<file path="config.mk">
export PLATFORM = sky130hd
export DESIGN_NAME = utf8_to_latin1_ascii_transcoder
export DESIGN_NICKNAME = d
export VERILOG_FILES = /design/src/rtl/u2l_pkg.sv /design/src/rtl/u2l_front.sv /design/src/rtl/u2l_queue.sv /design/src/rtl/u2l_back.sv /design/src/rtl/utf8_to_latin1_ascii_transcoder.sv
export VERILOG_INCLUDE_DIRS = /design/src /design/src/rtl
export SDC_FILE = /design/constraint.sdc
export NUM_CORES = 1
export LEC_CHECK = 0
export ABC_AREA = 1
export BUFFER_PORTS_ARGS = -buffer_cell sky130_fd_sc_hd__buf_4
export CORE_MARGIN = 5
export CORE_UTILIZATION = 50
export DETAILED_ROUTE_END_ITERATION = 8
export GPL_TIMING_DRIVEN = 0
export PLACE_DENSITY = 0.7
export SETUP_SLACK_MARGIN = 0.02
export SLEW_MARGIN = 20
export SYNTH_ARGS = -nofsm -noshare
export SYNTH_HDL_FRONTEND = slang
export SYNTH_SLANG_ARGS = --single-unit
export TNS_END_PERCENT = 30
</file>
<file path="constraint.sdc">
create_clock -name clock -period 3.2 [get_ports clock]
set_input_delay 0.32 -clock clock [delete_from_list [all_inputs] [get_ports clock]]
set_output_delay 0.32 -clock clock [all_outputs]
set_load 0.05 [all_outputs]
</file>
<file path="src/rtl/utf8_to_latin1_ascii_transcoder_defines.svh">
// assertion macros for the utf-8 to latin-1 / ascii transcoder
`ifndef UTF8_TO_LATIN1_ASCII_TRANSCODER_DEFINES_SVH
`define UTF8_TO_LATIN1_ASCII_TRANSCODER_DEFINES_SVH

`ifndef SYNTHESIS

// pre holds at an edge, so post holds at the same edge
`define U2L_ASSERT_IMPLY(lbl, pre, post) \
   lbl: assert property (@(posedge clock) disable iff (reset) (pre) |-> (post)) \
      else $error("u2l assertion failed: implication");

// cond never holds
`define U2L_ASSERT_NEVER(lbl, cond) \
   lbl: assert property (@(posedge clock) disable iff (reset) !(cond)) \
      else $error("u2l assertion failed: forbidden condition");

`else

`define U2L_ASSERT_IMPLY(lbl, pre, post)
`define U2L_ASSERT_NEVER(lbl, cond)

`endif

`endif

</file>
<file path="src/rtl/u2l_pkg.sv">
// shared types, codes and helpers of the utf-8 to latin-1 / ascii transcoder
package u2l_pkg;

   typedef struct packed {
      logic [7:0] in_byte;
      logic       last_byte;
   } u2l_req_type;

   typedef struct packed {
      logic [7:0] out_byte;
      logic       kind;
      logic       encode_error;
      logic       run_last;
   } u2l_rsp_type;

   typedef enum logic [1:0] {
      ACT_NONE,
      ACT_LITERAL,
      ACT_REPLACE,
      ACT_ESCAPE
   } act_type;

   typedef enum logic [1:0] {
      ESC_HEX2,
      ESC_HEX4,
      ESC_HEX8
   } esc_type;

   // one classified request, handed from the front to the back
   typedef struct packed {
      act_type     act;
      esc_type     esc;
      logic [20:0] code_point;
      logic        end_flag;
      logic        err_flag;
   } u2l_job_type;

   localparam logic [1:0] MODE_STRICT  = 2'd0;
   localparam logic [1:0] MODE_IGNORE  = 2'd1;
   localparam logic [1:0] MODE_REPLACE = 2'd2;
   localparam logic [1:0] MODE_ESCAPE  = 2'd3;

   localparam logic CSR_TARGET = 1'b0;
   localparam logic CSR_MODE   = 1'b1;

   localparam logic CHARSET_LATIN1 = 1'b0;
   localparam logic CHARSET_ASCII  = 1'b1;

   localparam logic [7:0] CHAR_QUESTION  = 8'h3f;
   localparam logic [7:0] CHAR_BACKSLASH = 8'h5c;
   localparam logic [7:0] CHAR_X_LOWER   = 8'h78;
   localparam logic [7:0] CHAR_U_LOWER   = 8'h75;
   localparam logic [7:0] CHAR_U_UPPER   = 8'h55;

   // lower-case hex digit
   function automatic logic [7:0] hex_char(input logic [3:0] nib);
      logic [7:0] wide;
      wide = {4'b0000, nib};
      if (nib < 4'd10) begin
         hex_char = 8'h30 + wide;
      end else begin
         hex_char = 8'h57 + wide;
      end
   endfunction

endpackage

</file>
<file path="src/rtl/u2l_front.sv">
// front: takes requests, gathers utf-8 sequences and classifies each code point
module u2l_front
   import u2l_pkg::*;
(
   input  logic        clock,
   input  logic        reset,
   input  logic        req_valid,
   output logic        req_stall,
   input  u2l_req_type req_data,
   input  logic        csr_write,
   input  logic        csr_index,
   input  logic [1:0]  csr_data,
   input  logic        q_full,
   output logic        push,
   output u2l_job_type push_job
);

   logic        charset_ff, charset_in;
   logic [1:0]  mode_ff, mode_in;
   logic [1:0]  pend_ff, pend_in;
   logic [20:0] acc_ff, acc_in;
   logic [7:0]  lead_ff, lead_in;
   logic        disc_ff, disc_in;

   logic        accept;
   logic [7:0]  b;
   logic        last;
   logic [2:0]  lw;
   logic        pt_valid;
   logic [20:0] pt;
   logic [1:0]  pend_gather;
   logic [20:0] acc_gather;
   logic [7:0]  lead_gather;
   logic        fits;
   logic        strict_hit;
   act_type     act;
   esc_type     esc;

   assign accept    = req_valid && !q_full;
   assign req_stall = q_full;
   assign b         = req_data.in_byte;
   assign last      = req_data.last_byte;

   always_comb begin
      if (b < 8'h80) begin
         lw = 3'd1;
      end else if (b[7:5] == 3'b110) begin
         lw = 3'd2;
      end else if (b[7:4] == 4'b1110) begin
         lw = 3'd3;
      end else if (b[7:3] == 5'b11110) begin
         lw = 3'd4;
      end else begin
         lw = 3'd0;
      end
   end

   // sequence gathering, before any error handling
   always_comb begin
      pend_gather = pend_ff;
      acc_gather  = acc_ff;
      lead_gather = lead_ff;
      pt_valid    = 1'b0;
      pt          = '0;
      if (!disc_ff) begin
         if (pend_ff != 2'd0) begin
            acc_gather  = {acc_ff[14:0], b[5:0]};
            pend_gather = pend_ff - 2'd1;
            if (pend_gather == 2'd0) begin
               pt_valid = 1'b1;
               pt       = acc_gather;
            end else if (last) begin
               // cut-off sequence stands as its lead byte
               pt_valid = 1'b1;
               pt       = {13'b0, lead_ff};
            end
         end else if (lw >= 3'd2 && !last) begin
            case (lw)
               3'd2:    acc_gather = {16'b0, b[4:0]};
               3'd3:    acc_gather = {17'b0, b[3:0]};
               default: acc_gather = {18'b0, b[2:0]};
            endcase
            pend_gather = 2'(lw - 3'd1);
            lead_gather = b;
         end else begin
            pt_valid = 1'b1;
            pt       = {13'b0, b};
         end
      end
   end

   always_comb begin
      if (charset_ff == CHARSET_ASCII) begin
         fits = (pt[20:7] == '0);
      end else begin
         fits = (pt[20:8] == '0);
      end
      strict_hit = 1'b0;
      if (!pt_valid) begin
         act = ACT_NONE;
      end else if (fits) begin
         act = ACT_LITERAL;
      end else begin
         unique case (mode_ff)
            MODE_STRICT: begin
               act        = ACT_NONE;
               strict_hit = 1'b1;
            end
            MODE_IGNORE:  act = ACT_NONE;
            MODE_REPLACE: act = ACT_REPLACE;
            MODE_ESCAPE:  act = ACT_ESCAPE;
            default:      act = ACT_NONE;
         endcase
      end
      if (pt[20:8] == '0) begin
         esc = ESC_HEX2;
      end else if (pt[20:16] == '0) begin
         esc = ESC_HEX4;
      end else begin
         esc = ESC_HEX8;
      end
   end

   always_comb begin
      pend_in = pend_ff;
      acc_in  = acc_ff;
      lead_in = lead_ff;
      disc_in = disc_ff;
      if (accept) begin
         if (last) begin
            pend_in = '0;
            acc_in  = '0;
            lead_in = '0;
            disc_in = 1'b0;
         end else begin
            pend_in = pend_gather;
            acc_in  = acc_gather;
            lead_in = lead_gather;
            disc_in = disc_ff || strict_hit;
         end
      end
   end

   always_comb begin
      charset_in = charset_ff;
      mode_in    = mode_ff;
      if (csr_write) begin
         case (csr_index)
            CSR_TARGET: charset_in = csr_data[0];
            CSR_MODE:   mode_in    = csr_data;
            default:    mode_in    = mode_ff;
         endcase
      end
   end

   assign push                = accept && (act != ACT_NONE || last);
   assign push_job.act        = act;
   assign push_job.esc        = esc;
   assign push_job.code_point = pt;
   assign push_job.end_flag   = last;
   assign push_job.err_flag   = disc_ff || strict_hit;

   always_ff @(posedge clock) begin
      if (reset) begin
         charset_ff <= CHARSET_LATIN1;
         mode_ff    <= MODE_STRICT;
         pend_ff    <= '0;
         acc_ff     <= '0;
         lead_ff    <= '0;
         disc_ff    <= 1'b0;
      end else begin
         charset_ff <= charset_in;
         mode_ff    <= mode_in;
         pend_ff    <= pend_in;
         acc_ff     <= acc_in;
         lead_ff    <= lead_in;
         disc_ff    <= disc_in;
      end
   end

endmodule

</file>
<file path="src/rtl/u2l_queue.sv">
// two-entry job queue between front and back
module u2l_queue
   import u2l_pkg::*;
(
   input  logic        clock,
   input  logic        reset,
   input  logic        push,
   input  u2l_job_type push_job,
   input  logic        pop,
   output logic        full,
   output logic        head_valid,
   output u2l_job_type head_job
);

   u2l_job_type mem_ff [2];
   logic [1:0]  count_ff, count_in;
   logic        wr_ff, wr_in;
   logic        rd_ff, rd_in;

   assign full       = (count_ff == 2'd2);
   assign head_valid = (count_ff != 2'd0);
   assign head_job   = mem_ff[rd_ff];

   always_comb begin
      wr_in    = push ? !wr_ff : wr_ff;
      rd_in    = pop ? !rd_ff : rd_ff;
      count_in = count_ff;
      if (push && !pop) begin
         count_in = count_ff + 2'd1;
      end else if (pop && !push) begin
         count_in = count_ff - 2'd1;
      end
   end

   always_ff @(posedge clock) begin
      if (reset) begin
         count_ff <= '0;
         wr_ff    <= 1'b0;
         rd_ff    <= 1'b0;
      end else begin
         count_ff <= count_in;
         wr_ff    <= wr_in;
         rd_ff    <= rd_in;
      end
   end

   always_ff @(posedge clock) begin
      if (push) begin
         mem_ff[wr_ff] <= push_job;
      end
   end

endmodule

</file>
<file path="src/rtl/u2l_back.sv">
// back: expands each job into output bytes and the end marker
module u2l_back
   import u2l_pkg::*;
(
   input  logic        clock,
   input  logic        reset,
   input  logic        head_valid,
   input  u2l_job_type head_job,
   output logic        pop,
   output logic        rsp_valid,
   input  logic        rsp_stall,
   output u2l_rsp_type rsp_data
);

   logic [3:0]  step_ff, step_in;
   logic        rsp_valid_ff, rsp_valid_in;
   u2l_rsp_type rsp_data_ff, rsp_data_in;

   logic [3:0]  n_data;
   logic [3:0]  n_dig;
   logic [3:0]  total;
   logic        last_step;
   logic        load;
   logic [2:0]  nib_idx;
   logic [31:0] cp_pad;
   logic [3:0]  nib;
   logic [7:0]  letter;
   logic [7:0]  data_byte;

   always_comb begin
      case (head_job.esc)
         ESC_HEX2: begin
            n_dig  = 4'd2;
            letter = CHAR_X_LOWER;
         end
         ESC_HEX4: begin
            n_dig  = 4'd4;
            letter = CHAR_U_LOWER;
         end
         default: begin
            n_dig  = 4'd8;
            letter = CHAR_U_UPPER;
         end
      endcase
      case (head_job.act)
         ACT_LITERAL: n_data = 4'd1;
         ACT_REPLACE: n_data = 4'd1;
         ACT_ESCAPE:  n_data = n_dig + 4'd2;
         default:     n_data = 4'd0;
      endcase
   end

   assign total     = n_data + {3'b000, head_job.end_flag};
   assign last_step = (step_ff == total - 4'd1);

   // digits go out most significant first, after the backslash and letter
   assign nib_idx = 3'(n_dig + 4'd1 - step_ff);
   assign cp_pad  = {11'b0, head_job.code_point};
   assign nib     = 4'(cp_pad >> {nib_idx, 2'b00});

   always_comb begin
      case (head_job.act)
         ACT_LITERAL: data_byte = head_job.code_point[7:0];
         ACT_REPLACE: data_byte = CHAR_QUESTION;
         ACT_ESCAPE: begin
            if (step_ff == 4'd0) begin
               data_byte = CHAR_BACKSLASH;
            end else if (step_ff == 4'd1) begin
               data_byte = letter;
            end else begin
               data_byte = hex_char(nib);
            end
         end
         default: data_byte = 8'h00;
      endcase
   end

   always_comb begin
      if (step_ff >= n_data) begin
         rsp_data_in.out_byte     = 8'h00;
         rsp_data_in.kind         = 1'b1;
         rsp_data_in.encode_error = head_job.err_flag;
      end else begin
         rsp_data_in.out_byte     = data_byte;
         rsp_data_in.kind         = 1'b0;
         rsp_data_in.encode_error = 1'b0;
      end
      rsp_data_in.run_last = last_step;
   end

   assign load = head_valid && (!rsp_valid_ff || !rsp_stall);
   assign pop  = load && last_step;

   always_comb begin
      step_in = step_ff;
      if (load) begin
         step_in = last_step ? 4'd0 : step_ff + 4'd1;
      end
      rsp_valid_in = rsp_valid_ff;
      if (load) begin
         rsp_valid_in = 1'b1;
      end else if (!rsp_stall) begin
         rsp_valid_in = 1'b0;
      end
   end

   always_ff @(posedge clock) begin
      if (reset) begin
         step_ff      <= '0;
         rsp_valid_ff <= 1'b0;
      end else begin
         step_ff      <= step_in;
         rsp_valid_ff <= rsp_valid_in;
      end
   end

   always_ff @(posedge clock) begin
      if (load) begin
         rsp_data_ff <= rsp_data_in;
      end
   end

   assign rsp_valid = rsp_valid_ff;
   assign rsp_data  = rsp_data_ff;

endmodule

</file>
<file path="src/rtl/utf8_to_latin1_ascii_transcoder.sv">
// top level of the utf-8 to latin-1 / ascii transcoder
// Takes one UTF-8 byte per request and emits Latin-1 or ASCII bytes, closing each
// string with an end marker that carries the strict-mode error flag. A request is
// taken every cycle while the two-entry job queue has room; the output sequencer
// emits one result per cycle unless stalled; a plain or replaced byte gives one
// byte, an escape 4 (\xNN), 6 (\uNNNN) or 10 (\UNNNNNNNN), an end marker one
// more. Requests stall only while the queue is full behind a longer expansion or
// a stalled output. Configuration writes take effect on the next request.
`include "utf8_to_latin1_ascii_transcoder_defines.svh"

module utf8_to_latin1_ascii_transcoder
   import u2l_pkg::*;
(
   input  logic        clock,
   input  logic        reset,
   input  logic        req_valid,
   output logic        req_stall,
   input  u2l_req_type req_data,
   output logic        rsp_valid,
   input  logic        rsp_stall,
   output u2l_rsp_type rsp_data,
   input  logic        csr_write,
   input  logic        csr_index,
   input  logic [1:0]  csr_data
);

   logic        q_full;
   logic        push;
   u2l_job_type push_job;
   logic        pop;
   logic        head_valid;
   u2l_job_type head_job;

   u2l_front u_front (
      .clock     (clock),
      .reset     (reset),
      .req_valid (req_valid),
      .req_stall (req_stall),
      .req_data  (req_data),
      .csr_write (csr_write),
      .csr_index (csr_index),
      .csr_data  (csr_data),
      .q_full    (q_full),
      .push      (push),
      .push_job  (push_job)
   );

   u2l_queue u_queue (
      .clock      (clock),
      .reset      (reset),
      .push       (push),
      .push_job   (push_job),
      .pop        (pop),
      .full       (q_full),
      .head_valid (head_valid),
      .head_job   (head_job)
   );

   u2l_back u_back (
      .clock      (clock),
      .reset      (reset),
      .head_valid (head_valid),
      .head_job   (head_job),
      .pop        (pop),
      .rsp_valid  (rsp_valid),
      .rsp_stall  (rsp_stall),
      .rsp_data   (rsp_data)
   );

   `U2L_ASSERT_IMPLY(a_end_is_run_last, rsp_valid && rsp_data.kind, rsp_data.run_last)
   `U2L_ASSERT_IMPLY(a_data_no_error, rsp_valid && !rsp_data.kind, !rsp_data.encode_error)
   `U2L_ASSERT_NEVER(a_end_byte_zero, rsp_valid && rsp_data.kind && rsp_data.out_byte != 8'h00)
   `U2L_ASSERT_IMPLY(a_stall_needs_backlog, req_stall, head_valid && rsp_valid)

endmodule

</file>
After elaboration in Yosys (flattened, before gate mapping)

Memories as Yosys holds them, arrays and structs flattened. A register that Yosys moved wholly into a read port is not among the register bits.
Index checks and enable logic that the tools add are counted.

Add/sub/neg operators: 12
Order comparisons: 4
Equal/unequal tests: 18
Shift operators: 1
Mux-type cells: 54
Bitwise logic cells: 1
Reduce and logical (&&, ||, !) cells: 37

Operator list:

| operator              | number |
|---|---|
| $mux W8               | 9 |
| $mux W21              | 3 |
| $mux W15              | 4 |
| $pmux W8 S3           | 1 |
| $mux W2               | 11 |
| $shr A21 B5 Y4        | 1 |
| $mux W1               | 16 |
| $pmux W4 S2           | 2 |
| $logic_not A14 Y1     | 1 |
| $logic_not A13 Y1     | 1 |
| $mux W3               | 4 |
| $pmux W6 S2           | 1 |
| $eq A2 B2 Y1 const B  | 5 |
| $pmux W5 S2           | 1 |
| $reduce_bool A2 Y1    | 5 |
| $add A7 B4 Y8 const A | 1 |
| $logic_not A1 Y1      | 8 |
| $lt A8 B8 Y1 const B  | 1 |
| $add A6 B4 Y7 const A | 1 |
| $logic_and A1 B1 Y1   | 7 |
| $eq A2 B1 Y1 const B  | 3 |
| $eq A3 B2 Y1 const B  | 2 |
| $logic_not A2 Y1      | 3 |
| $pmux W2 S3           | 1 |
| 28 further kinds      | 35 |

Register bits: 49
RAM bits: 54
Output and inout port bits: 13
Word-level logic and storage cells: 143
Memories: 1

Memory list:

| name           | depth | width | read ports | clocked after Yosys merged registers in | write ports | line            | RTL |
|---|---|---|---|---|---|---|---|
| u_queue.mem_ff | 2     | 27    | 1          | 1                                       | 1           | u2l_queue.sv:15 | `u2l_job_type mem_ff [2];` |

Logic depth before layout (Yosys ltp)

Depth in word-level cells: 21
Depth in mapped cells: 26
Gate-level depth less buffers: 25

Modules after synthesis

A second synthesis with hierarchy kept.

Cell total of the unflattened synthesis: 575
Area total of the unflattened synthesis: 5,416.4 µm²

By module, submodules not included:

| module    | instances | cells an instance | area each (µm²) | seq. area each (µm²) |
|---|---|---|---|---|
| u2l_queue | 1         | 117               | 2,278.4         | 1,721.7 |
| u2l_front | 1         | 256               | 1,695.4         | 580.6 |
| u2l_back  | 1         | 202               | 1,442.6         | 430.4 |

Worst setup path before layout

Ideal clock, no wire load.

Path kind: register to register
Start: reg (tool-made name)
End: reg u_queue.count_ff[1]
Library setup time: 122 ps
Data arrival time: 3,225 ps
Required time: 3,078 ps
Setup slack: -147 ps
Stages on the path, launching flop included: 23
Buffers on the path: 4
Clock period less this slack: 3,347 ps
Path through: dfxtp_1 > buf_6 > inv_6 > buf_6 > buf_6 > or2_2 > o21ai_0 > inv_1 > ha_1 > buf_2 > inv_1 > nor2_2 > nand2_1 > ha_1 > nand2_1 > nand4_1 > nor3_2 > nand2_1 > ha_1 > a21oi_1 > o21ai_0 > o21ai_0 > a21oi_1

RTL lines:

| item                 | line            | RTL |
|---|---|---|
| end signal, assigned | u2l_queue.sv:41 | `count_ff <= count_in;` |
| end, declared        | u2l_queue.sv:16 | `logic [1:0] count_ff, count_in;` |

==> results.cfg <==
[timing]
worstMarginPinSlew_ps = 582
maxSlewViolCount = 0
slew_headroom_pct = 61.1
whs_ps = 132
fin_crit_ps = 3030
setup_viol = 0
timing.fmax_ghz = 0.331
skew_ps = 7.62
rsz0062_at_grt = yes
fin_setup_tns_ps = 0
final.setup.worst_slack_ps = 174
period_share_pct = 94.6
timing.final.hold_violations = 0

[clock_network]
cts_tree = built
clk_pin_slew_worst_paths_ps = 90
clock_sinks = 104
htree_num_levels = 3
clock_path_buffers = 2
cts_inserted_buffers = 9
clk_latency_ps = 370
cts-root-buf = clkbuf_8

[synthesis]
syn_area_um2 = 5180
synth_ff_type = edfxtp_1
synth_top_area_share_pct = 37.7
async_flop_share_pct = 0
synth_top_area_cell = edfxtp_1
synth_seq_cells = 104
synth_commonest_cells = nand2_1 (124), inv_1 (71), edfxtp_1 (65)
synth.most_common_cell = nand2_1
yosysWarnings = 0
synth_edf_count = 65
ys_seq_area_share_pct = 52.8
yosys-top-cells-area = edfxtp_1 (38%), dfxtp_1 (15%), nand2_1 (9.0%), inv_1 (5.1%), a21oi_1 (4.8%)
yosysUniqueCellTypes = 43
avgSynthCellArea_um2 = 8.85
syn_nets = 621
synthCells = 585

[floorplanning]
die_area_um2 = 12500
start_util_pct = 50.6
core_um2 = 10200
fp-row-count = 37
num_io_pins = 30
dieWidth_um = 112
die_y_um = 112

[drt]
wire_per_inst_um = 15.1
drtIter0Drc = 211
routed_wl_mm = 11.6
drc_errors = 0
drt-vias-per-instance = 5.30
ant_nets = 0
vias = 4083
drtPass1Iterations = 5

[placed_design]
io_buffers = 29
dp_hpwl_mm = 8.52
placed_area_um2 = 5610
dpl.cell_count = 751
gp_congestion = 0.951
dp_slack_ps = -362

[pwr]
p_leak_nw = 2.48
p_total_mw = 5.65
peakVddDrop_mv = 0.550
power_density_nw_per_um2 = 949

[global_routing]
grt_pass1_wl_mm = 19.4
grt_use_total_pct = 19.3
grt-ovfl-total = 0
grt_start_max_net_pins = 28
antenna_found_initial = 0
grt_pass1_vias = 4100

[cells_and_area]
fin_nets = 665
seq_area_um2 = 2730
final_util_pct = 58.2
antennaDiodeCount = 0
area_delta_synth_final_pct = 14.9
multi_input_area_um2 = 2170
drive_gt1_share_pct = 17.5
finalInstanceArea_um2 = 5950
fillers = 898
instances_no_fill = 770

[worst_setup_path]
crit_buf_inv = 6
arrival_ps = 3290
startpoint_type = flop
cpMaxStageDelayCell = dfxtp_2
crit_fanout = 10
critical_path.max_stage_delay_ps = 320
critical_path_required_ps = 3460
critPathTopFamily = buffers and inverters
crit_type = flop to flop
crit_path_end_kind = flop
critical_path.cell_chain = buf_6, buf_6, buf_8, buf_12, o21ai_4, inv_2, ha_4, inv_2, nor2_4, nand2_1, ha_2, xor2_1, xnor2_1, nor3_2, nand2_2, ha_4, a21oi_2, o21ai_1, o21ai_1, a21oi_1
reg2reg_slack_ps = 170

[run_status]
run_status = finished clean

[flow_run]
cap_viol_max_count = 0

[worst_hold_path]
hold_class = primary input to flop
[area by class of cell]
type	instances	area share [%]
flip-flops and latches	104	45.9
multi-input cells	389	36.4
inverters	76	4.94
repair buffers	35	4.81
well taps	136	2.86
clock buffers	9	2.08
plain buffers	14	1.77
clock inverters	7	1.20
[timing repair]
item / 4_1_cts / 5_1_grt
gates resized for setup: 12 / 19
setup endpoints to repair: 4 / 31
hold buffers: 0 / 0
hold endpoints to repair: 0 / 0
setup buffers: 3 / 2
pin swaps: 3 / 8
[metal layers]
layer  global-route usage [%]  vias up  routed length [µm]  part of all wire (%)
met2                     32.1      106                5600                    48
met4                     8.11        0                 284                   2.4
met5                        0        -                   0                     0
met1                     25.0     1902                5300                    46
li1                         -     2051                   -                     -
met3                     3.26       24                 451                   3.9
[cell families after synthesis]
group | after synthesis | share of synthesized area [%]
compound gates | 111 | 12.8
xor+xnor | 6 | 1.01
fa+ha+maj | 19 | 4.59
buf+inv | 92 | 7.63
flops | 104 | 52.8
mux | 1 | 0.193
simple gates | 252 | 21.1
[path summary, 6_finish.rpt]
path                                   startpoint                          endpoint  cells after the start
hold reg to reg   u_front.lead_ff[7]$_SDFFE_PP0P_   u_front.lead_ff[7]$_SDFFE_PP0P_                      2
setup reg to reg                             flop  u_queue.count_ff[1]$_SDFFE_PP0P_                     20
setup / recovery                             flop  u_queue.count_ff[1]$_SDFFE_PP0P_                     20
hold / removal                              reset   u_front.acc_ff[14]$_SDFFE_PP0P_                      2
[cell usage in the layout (no fill, tap or decap), drive strengths merged, types with 15 or more instances in the layout]
cell    instances
edfxtp         65
nand3          33
dfxtp          39
inv            76
clkbuf         15
nor2           66
nand2         136
ha             19
a21oi          52
o21ai          29
a211oi         18
buf            43
[power by group]
group	switching [mW]	total [mW]	internal (mW)	leakage, nW
Sequential	0.111	1.90	1.79	0.942
Combinational	1.91	2.94	1.02	1.45
Clock	0.451	0.812	0.361	0.0933
[sequential cells by signal, indices dropped and copies added (netlist names), 2 cells and up, named ones only]
register          flops
u_back.rsp_data      11
u_front.pend_ff       2
u_queue.mem_ff       54
u_back.step_ff        4
u_front.acc_ff       15
u_front.lead_ff       8
u_queue.count_ff      2
u_front.mode_ff       2
No activity file was read; power rests on OpenSTA's default activity.
